--- config.mk ---
export PLATFORM = sky130hd
export DESIGN_NAME = disk_thresholded_centroid_unit
export DESIGN_NICKNAME = d
export VERILOG_FILES = /design/src/sv/dtc_pkg.sv /design/src/sv/dtc_regs.sv /design/src/sv/dtc_mul.sv /design/src/sv/dtc_div.sv /design/src/sv/disk_thresholded_centroid_unit.sv
export SDC_FILE = /design/constraint.sdc
export NUM_CORES = 2
export LEC_CHECK = 0
export BUFFER_PORTS_ARGS = -buffer_cell sky130_fd_sc_hd__buf_4
export CAP_MARGIN = 20
export CORE_ASPECT_RATIO = 1.5
export CORE_UTILIZATION = 50
export CTS_CLUSTER_SIZE = 14
export DETAILED_ROUTE_END_ITERATION = 10
export GPL_ROUTABILITY_DRIVEN = 1
export HOLD_SLACK_MARGIN = 0.12
export PLACE_DENSITY = 0.64
export SETUP_SLACK_MARGIN = 0.1
export SYNTH_ARGS = -nofsm -noshare
export SYNTH_HDL_FRONTEND = slang
export SYNTH_HIERARCHICAL = 1
export SYNTH_SLANG_ARGS = --single-unit
--- constraint.sdc ---
create_clock -name i_clk -period 23.4 [get_ports i_clk]
set_clock_uncertainty 0.05 [all_clocks]
set_input_delay 3.51 -clock i_clk [delete_from_list [all_inputs] [get_ports i_clk]]
set_output_delay 3.51 -clock i_clk [all_outputs]
set_load 0.02 [all_outputs]
--- src/sv/dtc_pkg.sv ---
// shared types, widths and constants of the disk thresholded centroid unit
`timescale 1ns / 1ps
`default_nettype none

package dtc_pkg;

    // field and register widths
    localparam int PIX_W      = 16;
    localparam int FW_W       = 13;
    localparam int CXY_W      = 16;
    localparam int RADIUS_W   = 34;
    localparam int BG_W       = 16;

    // accumulator widths
    localparam int CNT_W      = 24;
    localparam int SUM_W      = 40;
    localparam int WSUM_W     = 52;
    localparam int PEAK_W     = 16;

    // centroid division
    localparam int QUOT_W     = 20;
    localparam int FRAC_BITS  = 8;
    localparam int NUM_W      = WSUM_W + FRAC_BITS + 1;
    localparam int REM_W      = NUM_W - QUOT_W;
    localparam int QCNT_W     = $clog2(QUOT_W);

    // configuration port
    localparam int APB_DATA_W = 64;
    localparam int APB_ADDR_W = 6;
    localparam int REG_IDX_W  = 3;
    localparam int REG_LSB    = 3;

    // register reset values
    localparam logic [FW_W-1:0]     RST_FRAME_WIDTH = FW_W'(256);
    localparam logic [CXY_W-1:0]    RST_CENTER_X    = CXY_W'(2048);
    localparam logic [CXY_W-1:0]    RST_CENTER_Y    = CXY_W'(2048);
    localparam logic [RADIUS_W-1:0] RST_RADIUS_SQ   = RADIUS_W'(262144);
    localparam logic [BG_W-1:0]     RST_BACKGROUND  = BG_W'(0);

    typedef enum logic [REG_IDX_W-1:0] {
        REG_FRAME_WIDTH = 3'd0,
        REG_CENTER_X    = 3'd1,
        REG_CENTER_Y    = 3'd2,
        REG_RADIUS_SQ   = 3'd3,
        REG_BACKGROUND  = 3'd4
    } t_reg_idx;

    typedef struct packed {
        logic [FW_W-1:0]     frame_width;
        logic [CXY_W-1:0]    center_x_q4;
        logic [CXY_W-1:0]    center_y_q4;
        logic [RADIUS_W-1:0] radius_sq_q8;
        logic [BG_W-1:0]     background;
    } t_cfg;

    typedef struct packed {
        logic [PIX_W-1:0] pixel_value;
        logic             end_of_frame;
    } t_in_item;

    typedef struct packed {
        logic              status;
        logic [QUOT_W-1:0] centroid_x;
        logic [QUOT_W-1:0] centroid_y;
        logic [PEAK_W-1:0] peak;
        logic [SUM_W-1:0]  flux;
    } t_out_item;

    // divider status towards the sequencer
    typedef struct packed {
        logic              busy;
        logic              done;
        logic [QUOT_W-1:0] quot;
    } t_div_res;

    typedef enum logic [1:0] {
        DV_IDLE,
        DV_CHECK,
        DV_STEP
    } t_div_state;

    typedef enum logic [3:0] {
        ST_IDLE,
        ST_SQ_X,
        ST_SQ_Y,
        ST_W_X,
        ST_W_Y,
        ST_ACC,
        ST_FRAME_END,
        ST_DIV_X,
        ST_DIV_Y,
        ST_OUT
    } t_state;

endpackage

`default_nettype wire

--- src/sv/dtc_regs.sv ---
// configuration register file behind the apb-style port
`timescale 1ns / 1ps
`default_nettype none

module dtc_regs
    import dtc_pkg::*;
(
    input  wire logic                  i_clk,
    input  wire logic                  i_rst_n,
    input  wire logic                  psel,
    input  wire logic                  penable,
    input  wire logic                  pwrite,
    input  wire logic [APB_ADDR_W-1:0] paddr,
    input  wire logic [APB_DATA_W-1:0] pwdata,
    output logic      [APB_DATA_W-1:0] prdata,
    output logic                       pready,
    output t_cfg                       o_cfg
);

    t_cfg     r_cfg;
    t_reg_idx idx;
    logic     wr_en;

    assign idx    = t_reg_idx'(paddr[REG_LSB +: REG_IDX_W]);
    assign wr_en  = psel && penable && pwrite;
    assign pready = 1'b1;
    assign o_cfg  = r_cfg;

    always_ff @(posedge i_clk) begin
        if (!i_rst_n) begin
            r_cfg.frame_width  <= RST_FRAME_WIDTH;
            r_cfg.center_x_q4  <= RST_CENTER_X;
            r_cfg.center_y_q4  <= RST_CENTER_Y;
            r_cfg.radius_sq_q8 <= RST_RADIUS_SQ;
            r_cfg.background   <= RST_BACKGROUND;
        end else if (wr_en) begin
            case (idx)
                REG_FRAME_WIDTH: r_cfg.frame_width  <= pwdata[FW_W-1:0];
                REG_CENTER_X:    r_cfg.center_x_q4  <= pwdata[CXY_W-1:0];
                REG_CENTER_Y:    r_cfg.center_y_q4  <= pwdata[CXY_W-1:0];
                REG_RADIUS_SQ:   r_cfg.radius_sq_q8 <= pwdata[RADIUS_W-1:0];
                REG_BACKGROUND:  r_cfg.background   <= pwdata[BG_W-1:0];
                default: ;
            endcase
        end
    end

    always_comb begin
        case (idx)
            REG_FRAME_WIDTH: prdata = APB_DATA_W'(r_cfg.frame_width);
            REG_CENTER_X:    prdata = APB_DATA_W'(r_cfg.center_x_q4);
            REG_CENTER_Y:    prdata = APB_DATA_W'(r_cfg.center_y_q4);
            REG_RADIUS_SQ:   prdata = APB_DATA_W'(r_cfg.radius_sq_q8);
            REG_BACKGROUND:  prdata = APB_DATA_W'(r_cfg.background);
            default:         prdata = '0;
        endcase
    end

endmodule

`default_nettype wire

--- src/sv/dtc_mul.sv ---
// shared multiplier with registered product
`timescale 1ns / 1ps
`default_nettype none

module dtc_mul #(
    parameter int W = 16
) (
    input  wire logic           i_clk,
    input  wire logic [W-1:0]   i_a,
    input  wire logic [W-1:0]   i_b,
    output logic      [2*W-1:0] o_prod
);

    logic [2*W-1:0] r_prod;

    always_ff @(posedge i_clk) begin
        r_prod <= i_a * i_b;
    end

    assign o_prod = r_prod;

endmodule

`default_nettype wire

--- src/sv/dtc_div.sv ---
// restoring divider for the centroid, one quotient bit a cycle, clamped
`timescale 1ns / 1ps
`default_nettype none

module dtc_div
    import dtc_pkg::*;
(
    input  wire logic             i_clk,
    input  wire logic             i_rst_n,
    input  wire logic             i_start,
    input  wire logic [NUM_W-1:0] i_num,
    input  wire logic [SUM_W-1:0] i_divisor,
    output t_div_res              o_res
);

    localparam logic [QCNT_W-1:0] LAST_CNT = QCNT_W'(QUOT_W - 1);

    t_div_state          r_state;
    t_div_state          n_state;
    logic [REM_W-1:0]    r_rem;
    logic [QUOT_W-1:0]   r_low;
    logic [QUOT_W-1:0]   r_quot;
    logic [QCNT_W-1:0]   r_cnt;
    logic                r_done;
    logic [REM_W-1:0]    cmp_a;
    logic [REM_W:0]      diff;
    logic                ge;
    logic                finish;

    // next state
    always_comb begin
        n_state = r_state;
        case (r_state)
            DV_IDLE:  if (i_start) n_state = DV_CHECK;
            DV_CHECK: n_state = ge ? DV_IDLE : DV_STEP;
            DV_STEP:  if (r_cnt == LAST_CNT) n_state = DV_IDLE;
            default:  n_state = DV_IDLE;
        endcase
    end

    // shared compare and subtract
    always_comb begin
        if (r_state == DV_CHECK) begin
            cmp_a = r_rem;
        end else begin
            cmp_a = {r_rem[REM_W-2:0], r_low[QUOT_W-1]};
        end
        diff   = {1'b0, cmp_a} - (REM_W + 1)'(i_divisor);
        ge     = !diff[REM_W];
        finish = (r_state == DV_CHECK && ge) || (r_state == DV_STEP && r_cnt == LAST_CNT);
    end

    always_ff @(posedge i_clk) begin
        if (!i_rst_n) begin
            r_state <= DV_IDLE;
            r_done  <= 1'b0;
        end else begin
            r_state <= n_state;
            r_done  <= finish;
        end
    end

    always_ff @(posedge i_clk) begin
        case (r_state)
            DV_IDLE: begin
                if (i_start) begin
                    r_rem <= i_num[NUM_W-1:QUOT_W];
                    r_low <= i_num[QUOT_W-1:0];
                    r_cnt <= '0;
                end
            end
            DV_CHECK: begin
                // quotient would not fit: clamp
                if (ge) r_quot <= '1;
            end
            DV_STEP: begin
                r_rem  <= ge ? diff[REM_W-1:0] : cmp_a;
                r_quot <= {r_quot[QUOT_W-2:0], ge};
                r_low  <= {r_low[QUOT_W-2:0], 1'b0};
                r_cnt  <= r_cnt + 1'b1;
            end
            default: ;
        endcase
    end

    assign o_res.busy = (r_state != DV_IDLE);
    assign o_res.done = r_done;
    assign o_res.quot = r_quot;

endmodule

`default_nettype wire

--- src/sv/disk_thresholded_centroid_unit.sv ---
// top level of the disk thresholded centroid unit: sequencer and accumulators
//
// Pixels of a frame arrive in raster order on a valid/ready channel; the
// block counts column and row itself against frame_width and keeps every
// pixel that lies strictly inside the configured circle and exceeds the
// background. Each pixel passes the transfer, then four products on one
// shared multiplier (dx squared, dy squared, value times column, value
// times row) and an accumulate step, and no new pixel is taken before
// these are done. On the pixel flagged end_of_frame the block adds an
// empty-disk check and two centroid divisions on one restoring divider,
// one quotient bit a cycle, before the result
// goes to the output register. That register holds the result until it is
// taken, while the next frame's pixels are already transferred; a second
// frame end waits only if the previous result is still pending. Centroids are
// in 1/256 pixel, rounded to nearest and clamped to 20 bits. Configuration is
// written through the apb-style port at byte address 8*i and must only change
// while the block is idle. There is no clearing pass after reset.
`timescale 1ns / 1ps
`default_nettype none

module disk_thresholded_centroid_unit
    import dtc_pkg::*;
#(
    parameter int COORD_BITS = 12,
    parameter int PIXEL_BITS = 16
) (
    input  wire logic                  i_clk,
    input  wire logic                  i_rst_n,
    // configuration port
    input  wire logic                  psel,
    input  wire logic                  penable,
    input  wire logic                  pwrite,
    input  wire logic [APB_ADDR_W-1:0] paddr,
    input  wire logic [APB_DATA_W-1:0] pwdata,
    output logic      [APB_DATA_W-1:0] prdata,
    output logic                       pready,
    // pixel stream
    input  wire logic                  i_in_valid,
    output logic                       o_in_ready,
    input  wire t_in_item              i_in_data,
    // result stream
    output logic                       o_out_valid,
    input  wire logic                  i_out_ready,
    output t_out_item                  o_out_data
);

    // offset width in 1/16 pixel, covering both column*16 and the centre
    localparam int DXW      = (COORD_BITS + 4 > CXY_W) ? COORD_BITS + 4 : CXY_W;
    localparam int PW       = 2 * DXW;
    localparam int DW       = PW + 1;
    localparam int RW       = (DW > RADIUS_W) ? DW : RADIUS_W;
    localparam int WCMP     = (COORD_BITS + 1 > FW_W) ? COORD_BITS + 1 : FW_W;
    localparam int PIX_USED = (PIXEL_BITS < PIX_W) ? PIXEL_BITS : PIX_W;

    localparam logic [PIX_W:0]   PIX_ONE_SH = (PIX_W + 1)'(1) << PIX_USED;
    localparam logic [PIX_W-1:0] PIX_MASK   = PIX_W'(PIX_ONE_SH - 1'b1);
    localparam logic [WCMP-1:0]  COL_LIM    = WCMP'(1) << COORD_BITS;

    t_cfg cfg;

    dtc_regs u_regs (
        .i_clk   (i_clk),
        .i_rst_n (i_rst_n),
        .psel    (psel),
        .penable (penable),
        .pwrite  (pwrite),
        .paddr   (paddr),
        .pwdata  (pwdata),
        .prdata  (prdata),
        .pready  (pready),
        .o_cfg   (cfg)
    );

    // sequencer and frame state
    t_state                r_state;
    t_state                n_state;
    logic [COORD_BITS-1:0] r_column;
    logic [COORD_BITS-1:0] r_row;
    logic [CNT_W-1:0]      r_count;
    logic [SUM_W-1:0]      r_sum;
    logic [WSUM_W-1:0]     r_xsum;
    logic [WSUM_W-1:0]     r_ysum;
    logic [PEAK_W-1:0]     r_peak;
    logic                  r_out_valid;

    // per-pixel working registers
    logic [DXW-1:0]        r_dx;
    logic [DXW-1:0]        r_dy;
    logic [PIX_W-1:0]      r_val;
    logic                  r_pos;
    logic                  r_last;
    logic [COORD_BITS-1:0] r_col_s;
    logic [COORD_BITS-1:0] r_row_s;
    logic [DW-1:0]         r_dist;
    logic                  r_keep;

    // frame result staging
    logic                  r_status;
    logic [QUOT_W-1:0]     r_cx;
    logic [QUOT_W-1:0]     r_cy;
    t_out_item             r_out;

    // shared units
    logic [DXW-1:0]        mul_a;
    logic [DXW-1:0]        mul_b;
    logic [PW-1:0]         m_prod;
    logic                  div_start;
    logic [NUM_W-1:0]      div_num;
    t_div_res              div_res;

    dtc_mul #(
        .W (DXW)
    ) u_mul (
        .i_clk  (i_clk),
        .i_a    (mul_a),
        .i_b    (mul_b),
        .o_prod (m_prod)
    );

    dtc_div u_div (
        .i_clk     (i_clk),
        .i_rst_n   (i_rst_n),
        .i_start   (div_start),
        .i_num     (div_num),
        .i_divisor (r_sum),
        .o_res     (div_res)
    );

    // raster position and pixel preparation
    logic [WCMP-1:0]   fw_ext;
    logic [WCMP-1:0]   eff_w;
    logic [WCMP-1:0]   col_inc;
    logic              col_wrap;
    logic [DXW-1:0]    col_q4;
    logic [DXW-1:0]    row_q4;
    logic [DXW-1:0]    cx_ext;
    logic [DXW-1:0]    cy_ext;
    logic [DXW-1:0]    dx;
    logic [DXW-1:0]    dy;
    logic [PIX_W-1:0]  pix;
    logic              pos;
    logic [PIX_W-1:0]  val;
    logic              in_accept;
    logic              empty;
    logic              keep;
    logic              out_load;
    logic [WSUM_W-1:0] num_ws;

    always_comb begin
        // zero width counts as one, anything wider than the counter wraps it
        fw_ext   = WCMP'(cfg.frame_width);
        if (fw_ext == '0) begin
            eff_w = WCMP'(1);
        end else if (fw_ext > COL_LIM) begin
            eff_w = COL_LIM;
        end else begin
            eff_w = fw_ext;
        end
        col_inc  = WCMP'(r_column) + WCMP'(1);
        col_wrap = (col_inc >= eff_w);

        col_q4 = DXW'({r_column, 4'b0000});
        row_q4 = DXW'({r_row, 4'b0000});
        cx_ext = DXW'(cfg.center_x_q4);
        cy_ext = DXW'(cfg.center_y_q4);
        dx     = (col_q4 >= cx_ext) ? col_q4 - cx_ext : cx_ext - col_q4;
        dy     = (row_q4 >= cy_ext) ? row_q4 - cy_ext : cy_ext - row_q4;

        pix = i_in_data.pixel_value & PIX_MASK;
        pos = (pix > cfg.background);
        val = pix - cfg.background;

        // strictly inside the disk and above the background
        keep  = (RW'(r_dist) < RW'(cfg.radius_sq_q8)) && r_pos;
        empty = (r_count == '0) || (r_sum == '0);
    end

    // saturating accumulator updates
    logic [CNT_W:0]    cnt_add;
    logic [SUM_W:0]    sum_add;
    logic [WSUM_W:0]   xs_add;
    logic [WSUM_W:0]   ys_add;
    logic [CNT_W-1:0]  n_count;
    logic [SUM_W-1:0]  n_sum;
    logic [WSUM_W-1:0] n_xsum;
    logic [WSUM_W-1:0] n_ysum;
    logic [PEAK_W-1:0] n_peak;

    always_comb begin
        cnt_add = {1'b0, r_count} + (CNT_W + 1)'(1);
        sum_add = {1'b0, r_sum} + (SUM_W + 1)'(r_val);
        xs_add  = {1'b0, r_xsum} + (WSUM_W + 1)'(m_prod);
        ys_add  = {1'b0, r_ysum} + (WSUM_W + 1)'(m_prod);
        n_count = cnt_add[CNT_W] ? '1 : cnt_add[CNT_W-1:0];
        n_sum   = sum_add[SUM_W] ? '1 : sum_add[SUM_W-1:0];
        n_xsum  = xs_add[WSUM_W] ? '1 : xs_add[WSUM_W-1:0];
        n_ysum  = ys_add[WSUM_W] ? '1 : ys_add[WSUM_W-1:0];
        n_peak  = (PEAK_W'(r_val) > r_peak) ? PEAK_W'(r_val) : r_peak;
    end

    // next state
    always_comb begin
        n_state = r_state;
        case (r_state)
            ST_IDLE:      if (i_in_valid) n_state = ST_SQ_X;
            ST_SQ_X:      n_state = ST_SQ_Y;
            ST_SQ_Y:      n_state = ST_W_X;
            ST_W_X:       n_state = ST_W_Y;
            ST_W_Y:       n_state = ST_ACC;
            ST_ACC:       n_state = r_last ? ST_FRAME_END : ST_IDLE;
            ST_FRAME_END: n_state = empty ? ST_OUT : ST_DIV_X;
            ST_DIV_X:     if (div_res.done) n_state = ST_DIV_Y;
            ST_DIV_Y:     if (div_res.done) n_state = ST_OUT;
            ST_OUT:       if (!r_out_valid || i_out_ready) n_state = ST_IDLE;
            default:      n_state = ST_IDLE;
        endcase
    end

    // sequencer outputs: multiplier operands, divider start, handshakes
    always_comb begin
        mul_a     = '0;
        mul_b     = '0;
        div_start = 1'b0;
        num_ws    = r_ysum;
        case (r_state)
            ST_SQ_X: begin
                mul_a = r_dx;
                mul_b = r_dx;
            end
            ST_SQ_Y: begin
                mul_a = r_dy;
                mul_b = r_dy;
            end
            ST_W_X: begin
                mul_a = DXW'(r_val);
                mul_b = DXW'(r_col_s);
            end
            ST_W_Y: begin
                mul_a = DXW'(r_val);
                mul_b = DXW'(r_row_s);
            end
            ST_FRAME_END: begin
                num_ws    = r_xsum;
                div_start = !empty;
            end
            ST_DIV_X: begin
                div_start = div_res.done;
            end
            default: ;
        endcase
        // rounded to nearest: weighted sum * 256 plus half the flux
        div_num    = NUM_W'({num_ws, {FRAC_BITS{1'b0}}}) + NUM_W'(r_sum >> 1);
        in_accept  = (r_state == ST_IDLE) && i_in_valid;
        out_load   = (r_state == ST_OUT) && (!r_out_valid || i_out_ready);
        o_in_ready = (r_state == ST_IDLE);
    end

    // control state and accumulators
    always_ff @(posedge i_clk) begin
        if (!i_rst_n) begin
            r_state     <= ST_IDLE;
            r_column    <= '0;
            r_row       <= '0;
            r_count     <= '0;
            r_sum       <= '0;
            r_xsum      <= '0;
            r_ysum      <= '0;
            r_peak      <= '0;
            r_out_valid <= 1'b0;
        end else begin
            r_state <= n_state;

            if (in_accept) begin
                if (i_in_data.end_of_frame) begin
                    r_column <= '0;
                    r_row    <= '0;
                end else if (col_wrap) begin
                    r_column <= '0;
                    r_row    <= r_row + 1'b1;
                end else begin
                    r_column <= r_column + 1'b1;
                end
            end

            // value times column is in the product register here
            if (r_state == ST_W_Y && keep) begin
                r_count <= n_count;
                r_sum   <= n_sum;
                r_xsum  <= n_xsum;
                r_peak  <= n_peak;
            end

            // value times row
            if (r_state == ST_ACC && r_keep) begin
                r_ysum <= n_ysum;
            end

            // result handed over: start the next frame afresh
            if (out_load) begin
                r_count <= '0;
                r_sum   <= '0;
                r_xsum  <= '0;
                r_ysum  <= '0;
                r_peak  <= '0;
            end

            if (out_load) begin
                r_out_valid <= 1'b1;
            end else if (i_out_ready) begin
                r_out_valid <= 1'b0;
            end
        end
    end

    // working registers
    always_ff @(posedge i_clk) begin
        if (in_accept) begin
            r_dx    <= dx;
            r_dy    <= dy;
            r_val   <= val;
            r_pos   <= pos;
            r_last  <= i_in_data.end_of_frame;
            r_col_s <= r_column;
            r_row_s <= r_row;
        end
        if (r_state == ST_SQ_Y) begin
            r_dist <= DW'(m_prod);
        end
        if (r_state == ST_W_X) begin
            r_dist <= r_dist + DW'(m_prod);
        end
        if (r_state == ST_W_Y) begin
            r_keep <= keep;
        end
        if (r_state == ST_FRAME_END) begin
            r_status <= empty;
            r_cx     <= '0;
            r_cy     <= '0;
        end
        if (r_state == ST_DIV_X && div_res.done) begin
            r_cx <= div_res.quot;
        end
        if (r_state == ST_DIV_Y && div_res.done) begin
            r_cy <= div_res.quot;
        end
        if (out_load) begin
            r_out.status     <= r_status;
            r_out.centroid_x <= r_status ? '0 : r_cx;
            r_out.centroid_y <= r_status ? '0 : r_cy;
            r_out.peak       <= r_status ? '0 : r_peak;
            r_out.flux       <= r_status ? '0 : r_sum;
        end
    end

    assign o_out_valid = r_out_valid;
    assign o_out_data  = r_out;

    // divider is only started when it is free
    a_div_start_idle: assert property (@(posedge i_clk) disable iff (!i_rst_n)
        div_start |-> !div_res.busy)
        else $error("divider started while busy");

    // every counted pixel adds at least one to the flux
    a_count_sum: assert property (@(posedge i_clk) disable iff (!i_rst_n)
        (r_count != '0) |-> (r_sum != '0))
        else $error("pixel count without flux");

    // flux only moves in state ST_W_Y or when the frame is handed over
    a_sum_hold: assert property (@(posedge i_clk) disable iff (!i_rst_n)
        (r_state != ST_W_Y && r_state != ST_OUT) |=> $stable(r_sum))
        else $error("flux changed outside accumulate step");

    // a new result only appears from the hand-over state
    a_out_from_seq: assert property (@(posedge i_clk) disable iff (!i_rst_n)
        $rose(r_out_valid) |-> ($past(r_state) == ST_OUT))
        else $error("result register loaded outside hand-over");

endmodule

`default_nettype wire
==> flow_summary.json <==
{
  "path_clk_slew_ps": 60,
  "die-area_um2": 106000,
  "clk_latency_ps": 710,
  "gp_congestion": 0.912,
  "met1Wirelength_mm": 59.2,
  "cts_resized": 0,
  "ir_drop_mv": 0.0839,
  "status": "finished clean",
  "grt_pass1_wl_mm": 235,
  "grt_pass1_vias": 43038,
  "io_buffers": 193,
  "dp_hpwl_mm": 115,
  "sequentialPowerShare_pct": 30.1,
  "grt-ovfl-total": 0,
  "grt_max_degree": 98,
  "ys_seq_elements": 675,
  "netlist_area_um2": 52500,
  "finalSetupTns_ps": 0,
  "drt_iter0_markers": 2727,
  "mostFrequentLayoutCell": "nand2_1",
  "multi_input_area_um2": 32500,
  "final_nets": 6664,
  "cp_slowest_cell": "nor2b_1",
  "p_sw_share_pct": 42.1,
  "max_cap_violations": 0,
  "crit_path_start_kind": "input port",
  "routed_wl_mm": 151,
  "place_area_um2": 54700,
  "path_delay_family": "simple AND/OR/NAND/NOR gates",
  "routedWlPerCell_um": 20.3,
  "cts_buffer_depth": 3,
  "die_h_um": 399,
  "cellInternalPower_mw": 2.87,
  "crit_type": "input port to output port",
  "cp_max_fo": 24,
  "synth_cells": 5923,
  "timing.final.crit_period_ps": 9060,
  "root_buffer": "clkbuf_16",
  "synth-async-reset-ratio_pct": 0,
  "slew_headroom_pct": 25.2,
  "layout_common_cells": "nand2_1, inv_1, ha_1",
  "crit_path_max_incr_delay_ps": 930,
  "powerDensity_nw_per_um2": 86.7,
  "ant_nets": 0,
  "synth_warnings": 6,
  "worstHoldPathType": "register to register",
  "setup_ws_ps": 14340,
  "numCtsBuffers": 70,
  "drc": 0,
  "rsz0062_at_grt": "false",
  "p_clk_share_pct": 24.3,
  "leakagePower_nw": 23.6,
  "holdWs_ps": 422,
  "die_x_um": 266,
  "p_comb_share_pct": 45.6,
  "arrival_ps": 5500,
  "area_growth_pct": 8.94,
  "ios": 258,
  "met2_length_mm": 78.0,
  "core_um2": 104000,
  "cts_tree": "built",
  "via_count": 43054,
  "vias_per_cell": 5.81,
  "grt_antenna_before_repair": 3,
  "cts_hold_buffers": 0,
  "initial_core_util_pct": 50.4,
  "final_min_period_over_clock_period_pct": 38.7,
  "avgSynthCellArea_um2": 8.86,
  "max_freq_mhz": 110,
  "path_cells": "buf_4 -> nor2b_1 -> a22oi_1 -> o22ai_1 -> buf_4",
  "row_count": 145,
  "p_switching_mw": 2.08,
  "post-cts-setup-buffers": 0,
  "regArea_um2": 16800,
  "worstPathRequired_ps": 19840,
  "synth_cell_types": 114,
  "synth-seq-area-share_pct": 32.1,
  "num-fill-cells": 9741,
  "clock-sinks": 675,
  "maxSlewViolCount": 0,
  "final_area_um2": 57200,
  "finalSetupViolations": 0,
  "dpl_worst_slack_ps": 14420,
  "critPathMostFrequentCell": "buf_4",
  "synth-edff-count": 332,
  "top_layer": "met5",
  "hold_viol": 0,
  "synth_ff_type": "dfxtp_1",
  "drt-pass1-iter-count": 7,
  "htree_levels": 3,
  "end_kind": "output port",
  "cp.buffers_inverters": 2,
  "drive_above_1_share_pct": 8.36,
  "grt.total_usage_pct": 28.2,
  "tightestPinTransition_ps": 1120,
  "routed-wl-met3_mm": 5.81
}
==> power by group through the flow <==
stage | registers, mW | logic, mW | clock network, mW
after floorplan | 1.45 | 1.69 | 0
after global placement | 1.51 | 2.20 | 0
after detailed placement | 1.51 | 2.25 | 0
after CTS | 1.49 | 2.26 | 1.23
after global routing | 1.50 | 2.54 | 1.27
final | 1.49 | 2.26 | 1.20
==> worst min-delay path, stage by stage, from the launching register on <==
cell and delay, ps:
dfxtp_1 320, nand2_1 50, mux2i_1 50
==> sequential cells by signal (all words and copies together) (netlist names), 20 cells and up <==
name and cells:
o_out_data 97, u_regs/o_cfg 95, r_xsum 52, r_ysum 52
u_div/r_rem 41, r_sum 40, r_dist 33, u_mul/o_prod 32
r_count 24, r_cx 20, r_cy 20, u_div/r_low 20
u_div/r_quot 20
==> cell usage after synthesis, drive strengths merged, types with 17 or more instances <==
master  instances  area [µm²]
nand2         809        3040
inv           495        1860
ha            415        5190
a21oi         368        1850
dfxtp         343        6870
edfxtp        332        9970
o21ai         292        1480
nor2          277        1050
clkbuf        204         766
fa            203        4060
and2          191        1200
xnor2         163        1430
mux2i         150        1500
a21o          144        1080
nor2b         119         744
a31oi         118         759
nand3         110         551
xor2          102         893
buf           101         669
nor3          101         538
and3           77         482
nand4          73         469
nand2b         62         388
mux2           56         634
a22oi          55         413
a211oi         53         438
o21a           52         392
nor4           36         244
o211ai         33         253
o21bai         29         218
or2            27         169
and4           26         228
o22ai          26         163
o31ai          25         208
a21boi         23         173
or3            18         113
a311oi         17         149
==> through the flow <==
step	total power [mW]	instances	util [%]
after detailed placement	3.76	7274	52.5
after global routing	5.31	7404	54.9
after floorplan	3.14	5952	-
after CTS	4.97	7402	54.9
final	4.95	7405	54.9
after global placement	3.72	7274	52.5
==> routing by layer <==
metal	vias up	GRT usage [%]
li1	20839	-
met1	20736	31.5
met2	1117	52.2
met3	358	2.91
met4	4	14.9
met5	-	0
==> cell families after synthesis <==
kind of cell / synth area share, %
AOI/OAI and AO/OA: 17.0
adders and majority gates: 17.6
muxes: 4.07
DFF: 32.1
buffers and inverters: 6.28
xor gates and xnor gates: 4.42
and+or+nand+nor: 18.5
other: 0.0143
==> worst paths after layout <==
path,startpoint,endpoint,slack (ps),cells after the start
max,paddr[3],prdata[15],14340,5
min,u_regs/o_cfg[44]$_SDFFE_PN0P_,u_regs/o_cfg[44]$_SDFFE_PN0P_,420,2
max reg2reg,r_state[1]$_SDFFE_PN0P_,u_mul/o_prod[30]$_DFF_P_,14620,24
min reg2reg,u_regs/o_cfg[44]$_SDFFE_PN0P_,u_regs/o_cfg[44]$_SDFFE_PN0P_,420,2
==> layout make-up <==
class	count	share of cell area [%]
clock inverters	34	0.893
well taps	1396	3.06
inverters	495	3.26
repair buffers	233	3.07
clock buffers	94	3.40
multi-input cells	4477	56.9
flip-flops and latches	675	29.5
diodes	1	0.00438
No activity file was read; power rests on OpenSTA's default activity.
